File: src/rtl/assert_macros.svh
// Assertion macros shared by the RTL.
`ifndef ASSERT_MACROS_SVH
`define ASSERT_MACROS_SVH

// Expression must hold on every clock edge outside reset.
`define ASSERT_ALWAYS(label, expr, msg) \
  label: assert property (@(posedge clk) disable iff (rst) (expr)) else $error(msg);

// Same-cycle implication.
`define ASSERT_IMPLIES(label, ante, cons, msg) \
  label: assert property (@(posedge clk) disable iff (rst) (ante) |-> (cons)) else $error(msg);

// Next-cycle implication.
`define ASSERT_NEXT(label, ante, cons, msg) \
  label: assert property (@(posedge clk) disable iff (rst) (ante) |=> (cons)) else $error(msg);

`endif

File: src/rtl/imht_pkg.sv
// Types and constants for the IPv4 to MAC hash table.
package imht_pkg;

  localparam logic OP_LOOKUP = 1'b0;
  localparam logic OP_INSERT = 1'b1;

  localparam logic [1:0] ST_OK        = 2'd0;
  localparam logic [1:0] ST_NOT_FOUND = 2'd1;
  localparam logic [1:0] ST_FULL      = 2'd2;

  localparam logic REG_TABLE_SIZE  = 1'b0;
  localparam logic REG_MAX_ENTRIES = 1'b1;

  localparam int unsigned KEY_W   = 32;
  localparam int unsigned MAC_W   = 48;
  localparam int unsigned CNT_W   = 9;
  localparam int unsigned POLY_W  = 23;   // 255 * (31^3 + 31^2 + 31 + 1) fits
  localparam logic [CNT_W-1:0] COUNT_MAX = 9'd511;

  typedef enum logic [2:0] {
    H_IDLE = 3'b001,
    H_POLY = 3'b010,
    H_REM  = 3'b100
  } hash_state_t;

  typedef enum logic [3:0] {
    S_IDLE = 4'b0001,
    S_HASH = 4'b0010,
    S_RD   = 4'b0100,
    S_CHK  = 4'b1000
  } seq_state_t;

  typedef struct packed {
    logic             en;
    logic [KEY_W-1:0] key;
    logic [MAC_W-1:0] mac;
  } store_wr_t;

endpackage

File: src/rtl/imht_hash.sv
// Iterative hash unit: base-31 polynomial, then bit-serial remainder by the table size.
module imht_hash import imht_pkg::*; (
  input  logic             clk,
  input  logic             rst,
  input  logic             start,
  input  logic [KEY_W-1:0] key,
  input  logic [CNT_W-1:0] n,
  output logic             done,
  output logic [CNT_W-1:0] slot_start
);

  hash_state_t       state;
  logic [KEY_W-1:0]  key_q;
  logic [CNT_W-1:0]  n_q;
  logic [POLY_W-1:0] acc;
  logic [4:0]        cnt;
  logic [CNT_W-1:0]  r;

  logic [7:0]        key_byte;
  logic [POLY_W-1:0] acc_next;
  logic [CNT_W:0]    trial;
  logic [CNT_W-1:0]  r_next;

  // least significant byte first
  assign key_byte = key_q[{cnt[1:0], 3'b000} +: 8];
  assign acc_next = {acc[POLY_W-6:0], 5'b00000} - acc + {{(POLY_W-8){1'b0}}, key_byte};

  // compare-subtract: r < n keeps 2r+1 below 2n
  assign trial  = {r, acc[POLY_W-1]};
  assign r_next = (trial >= {1'b0, n_q}) ? CNT_W'(trial - {1'b0, n_q}) : trial[CNT_W-1:0];

  assign slot_start = r;

  always_ff @(posedge clk) begin
    if (rst) begin
      state <= H_IDLE;
      done  <= 1'b0;
      cnt   <= '0;
    end else begin
      done <= 1'b0;
      unique case (state)
        H_IDLE: begin
          if (start) begin
            state <= H_POLY;
            cnt   <= '0;
          end
        end
        H_POLY: begin
          if (cnt == 5'd3) begin
            state <= H_REM;
            cnt   <= '0;
          end else begin
            cnt <= cnt + 5'd1;
          end
        end
        H_REM: begin
          if (cnt == 5'(POLY_W - 1)) begin
            state <= H_IDLE;
            done  <= 1'b1;
          end else begin
            cnt <= cnt + 5'd1;
          end
        end
        default: state <= H_IDLE;
      endcase
    end
  end

  always_ff @(posedge clk) begin
    if (state == H_IDLE && start) begin
      key_q <= key;
      n_q   <= n;
      acc   <= '0;
      r     <= '0;
    end else if (state == H_POLY) begin
      acc <= acc_next;
    end else if (state == H_REM) begin
      r   <= r_next;
      acc <= {acc[POLY_W-2:0], 1'b0};
    end
  end

endmodule

File: config.mk
export PLATFORM = sky130hd
export DESIGN_NAME = imht_hash
export DESIGN_NICKNAME = d
export VERILOG_FILES = /design/src/rtl/assert_macros.svh /design/src/rtl/imht_pkg.sv /design/src/rtl/imht_hash.sv
export SDC_FILE = /design/constraint.sdc
export NUM_CORES = 1
export LEC_CHECK = 0
export BUFFER_PORTS_ARGS = -buffer_cell sky130_fd_sc_hd__buf_2
export CAP_MARGIN = 5
export CELL_PAD_IN_SITES_DETAIL_PLACEMENT = 0
export CELL_PAD_IN_SITES_GLOBAL_PLACEMENT = 1
export CORE_UTILIZATION = 40
export CTS_CLUSTER_DIAMETER = 50
export DETAILED_ROUTE_END_ITERATION = 10
export PLACE_DENSITY_LB_ADDON = 0.15
export SLEW_MARGIN = 20
export SYNTH_ARGS = -nofsm -noshare
export SYNTH_HDL_FRONTEND = slang
export SYNTH_SLANG_ARGS = --single-unit
File: constraint.sdc
create_clock -name clk -period 4.75 [get_ports clk]
set_clock_uncertainty 0.15 [all_clocks]
set_input_delay 0.2375 -clock clk [delete_from_list [all_inputs] [get_ports clk]]
set_output_delay 0.2375 -clock clk [all_outputs]
set_load 0.03 [all_outputs]
==> flow_summary_export.csv <==
group,metric,value,unit
synthesis,synthSimpleGateAreaFrac,13.29,%
power,power.density,401.3,mW/mm^2
clock_tree,cts_setup_buffers,0,
synthesis,ys_seq_area_share,39.84,%
timing,holdWs,232.1,ps
timing,rsz0062_at_grt,"no",
setup_path,crit_buf_inv,0,
synthesis,yosys-top-cells-area,"edfxtp_1, dfxtp_1, ha_1",
synthesis,synthArstFlopShare,0,%
synthesis,avgSynthCellArea,9.590,um^2
timing,fmax,0.2525,GHz
die,io-pin-count,54,
synthesis,synthFlopType,"edfxtp_1",
timing,worstMarginPinSlew,937.1,ps
clock_tree,clock_latency,340,ps
cells_and_area,fillers,1181,
power,p_total,2.521,mW
clock_tree,cts.path.max_buffers,2,
die,rows,41,
die,core,0.01257,mm^2
worst_hold_path,hold_class,"input pin to flip-flop",
setup_path,max_stage_delay,740,ps
synthesis,synth_xor_area_share,3.741,%
global_routing,antenna_found_initial,0,
die,start_util,40.98,%
clock_tree,cts-root-buf,"clkbuf_16",
setup_path,critPathLaunch,"cnt[0]$_SDFFE_PP0P_",
synthesis,synth_cell_types,65,
detailed_routing,vias,4202,
global_routing,grt_pass1_wl,19.90,mm
synthesis,synthMuxAreaShare,3.693,%
setup_path,cp.arrival,4050,ps
cells_and_area,n_antenna_cell,0,
detailed_routing,avgViaCountPerCell,5.213,
timing,maxSlewHeadroom,37.52,%
run,drv_cap,0,
detailed_routing,ant_nets,0,
synthesis,synth_top_area_share,23.91,%
setup_path,crit_required,4840,ps
clock_tree,cts_made_buffers,9,
status,status,"finished clean",
detailed_routing,route.detailed.drc,0,
global_routing,grt_max_degree,57,
cells_and_area,drive_above_1_share,15.93,%
global_routing,grt-ovfl-total,0,
die,fp.dieArea,0.01333,mm^2
timing,period_minus_slack,3960,ps
setup_path,cp_top_family,"compound AO/OA/AOI/OAI gates",
clock_tree,clk_pin_slew,70,ps
synthesis,synth_top_area_cell,"edfxtp_1",
clock_tree,clock_sinks,82,
synthesis,postSynthCellCount,537,
global_routing,grt_pass1_vias,3997,
setup_path,crit_chain,"mux4_2, ha_1, ha_1, fa_1, a21oi_1, nor2_1, o21ai_1, a21oi_1, o21bai_1, nand3_1, a31o_2",
die,fp.dieH,115.5,um
timing,finalSetupViolCount,0,
power,max-vdd-ir-drop,270.2,uV
global_routing,grt_use_total,19.55,%
clock_tree,cts_tree,"done",
placement,place_congestion,0.8213,
cells_and_area,num-nets-final,729,
timing,finalHoldViolCount,0,
cells_and_area,fin_util,49.99,%
setup_path,cp_max_fo,12,
timing,tns,0,ps
placement,dpl.hpwl,8.682,mm
placement,io_buffers,53,
synthesis,synth_top_family_by_area,"compound AO/OA/AOI/OAI gates",
die,die_x,115.5,um
detailed_routing,wl,12.15,mm
synthesis,yosys_warnings,0,
synthesis,synth-seq-cells,82,
setup_path,crit_path_start_kind,"flip-flop",
setup_path,rr_startpoint,"cnt[0]$_SDFFE_PP0P_",
synthesis,synth_area,0.005150,mm^2
synthesis,synth_edf_count,41,
timing,fin_crit_sh,83.37,%
timing,slew_viol_final,0,
worst_hold_path,hold_start,"start",
detailed_routing,wire_per_inst,15.08,um
setup_path,end_kind,"flip-flop",
setup_path,critPathKind,"flip-flop to flip-flop",
setup_path,critical_path.slowest_cell,"dfxtp_1",
clock_tree,cts-htree-levels,3,
detailed_routing,drt_iter0_drc,265,
cells_and_area,areaGrowthSynthToFinish,21.99,%
power,leakagePower,2.555,nW
synthesis,synth_compound_area_share,20.31,%
synthesis,synthAdderAreaFrac,14.33,%
detailed_routing,dr.pass1.iters,5,
synthesis,synth_fp_nets,637,
[kinds of logic (layout without fill, tap and decap cells)]
logic type	Yosys count	in the layout
AO/OA/AOI/OAI	165	165
XOR/XNOR	22	22
adder cells (fa/ha/maj)	56	56
buffers and inverters	62	159
flip-flops	82	82
multiplexers	9	9
AND/OR/NAND/NOR	141	141
[timing repair]
| item | 4_1_cts | 5_1_grt |
|---|---|---|
| setup endpoints to repair | 0 | 0 |
| hold endpoints to repair | 45 | 0 |
| gates resized for setup | 0 | 0 |
| hold buffers | 42 | 0 |
[power by group]
part / total [mW] / internal (mW) / switching, mW
registers: 0.854 / 0.803 / 0.0512
logic: 0.989 / 0.436 / 0.553
clock network: 0.678 / 0.363 / 0.315
total: 2.52 / 1.60 / 0.919
[cells in the mapped netlist (3+ instances only)]
cell / instances
a21oi_1: 58
ha_1: 51
inv_1: 43
dfxtp_1: 41
edfxtp_1: 41
nand2_1: 38
nor2_1: 38
o21ai_0: 38
nand3_1: 15
nor3_1: 13
xnor2_1: 11
xor2_1: 11
clkbuf_1: 10
a211oi_1: 9
a21o_1: 9
a31oi_1: 8
mux4_2: 8
nand2b_1: 6
nand4_1: 6
a22oi_1: 5
buf_2: 5
fa_1: 5
o21a_1: 5
o21ai_1: 4
or2_2: 4
a21boi_0: 3
and2_1: 3
[metal layers]
layer / part of all wire (%) / GRT usage (%) / vias up
met5: 0 / 0 / -
met4: 2.0 / 7.619 / 0
met1: 48 / 26.30 / 1965
met2: 47 / 31.70 / 72
met3: 2.5 / 2.981 / 18
li1: - / - / 2147
[flip-flops by register name, indices dropped and copies added (netlist names)]
register    flops
slot_start      9
done            1
n_q             9
acc            23
cnt             5
key_q          32
state           3
[per-stage QoR]
step                      instances  cell area [um^2]  worst slack [ps]
after floorplan                 537              5150              1257
after global placement          748              5575             836.9
after detailed placement        748              5575             783.4
after CTS                       806              6282             771.5
after global routing            806              6282             586.1
final                           806              6282             789.9
[layout by cell type, fill, tap and decap left out, types with 3 or more instances in the layout]
cell type / n
xnor2_1: 11
a22oi_1: 5
o21ai_0: 38
o21ai_1: 4
nor3_1: 13
nor2_1: 38
nand4_1: 6
a31oi_1: 8
mux4_2: 8
clkbuf_16: 9
a21oi_1: 58
inv_1: 43
nand3_1: 15
or2_2: 4
nand2b_1: 6
a21boi_0: 3
a21o_1: 9
clkinvlp_4: 4
buf_4: 3
edfxtp_1: 41
nand2_1: 38
dfxtp_1: 41
o21a_1: 5
buf_2: 53
a211oi_1: 9
dlygate4sd3_1: 42
xor2_1: 11
ha_1: 51
and2_1: 3
fa_1: 5
[cell type report]
cell class | count | area, um^2 | share of cell area, %
multi-input combinational | 393 | 2851 | 45.39
clock buffer | 9 | 225.2 | 3.585
clock inverter | 7 | 61.31 | 0.9759
inverter | 45 | 168.9 | 2.689
tap | 172 | 215.2 | 3.426
sequential | 82 | 2052 | 32.66
timing repair buffer | 98 | 708.2 | 11.27
[tightest hold or removal path: stages]
cell      delay [ps]
buf_2            110
nor3_1           120
a31oi_1           60
nor2_1            90
a211oi_1          50
[path summary, 6_finish.rpt]
check,endpoint,slack [ps],cells past startpoint
min,state[2]$_SDFFE_PP0P_,230,5
min reg2reg,acc[2]$_SDFFE_PP0P_,310,2
max,acc[17]$_SDFFE_PP0P_,790,11
max reg2reg,acc[17]$_SDFFE_PP0P_,790,11
(Power assumes the default switching activity.)
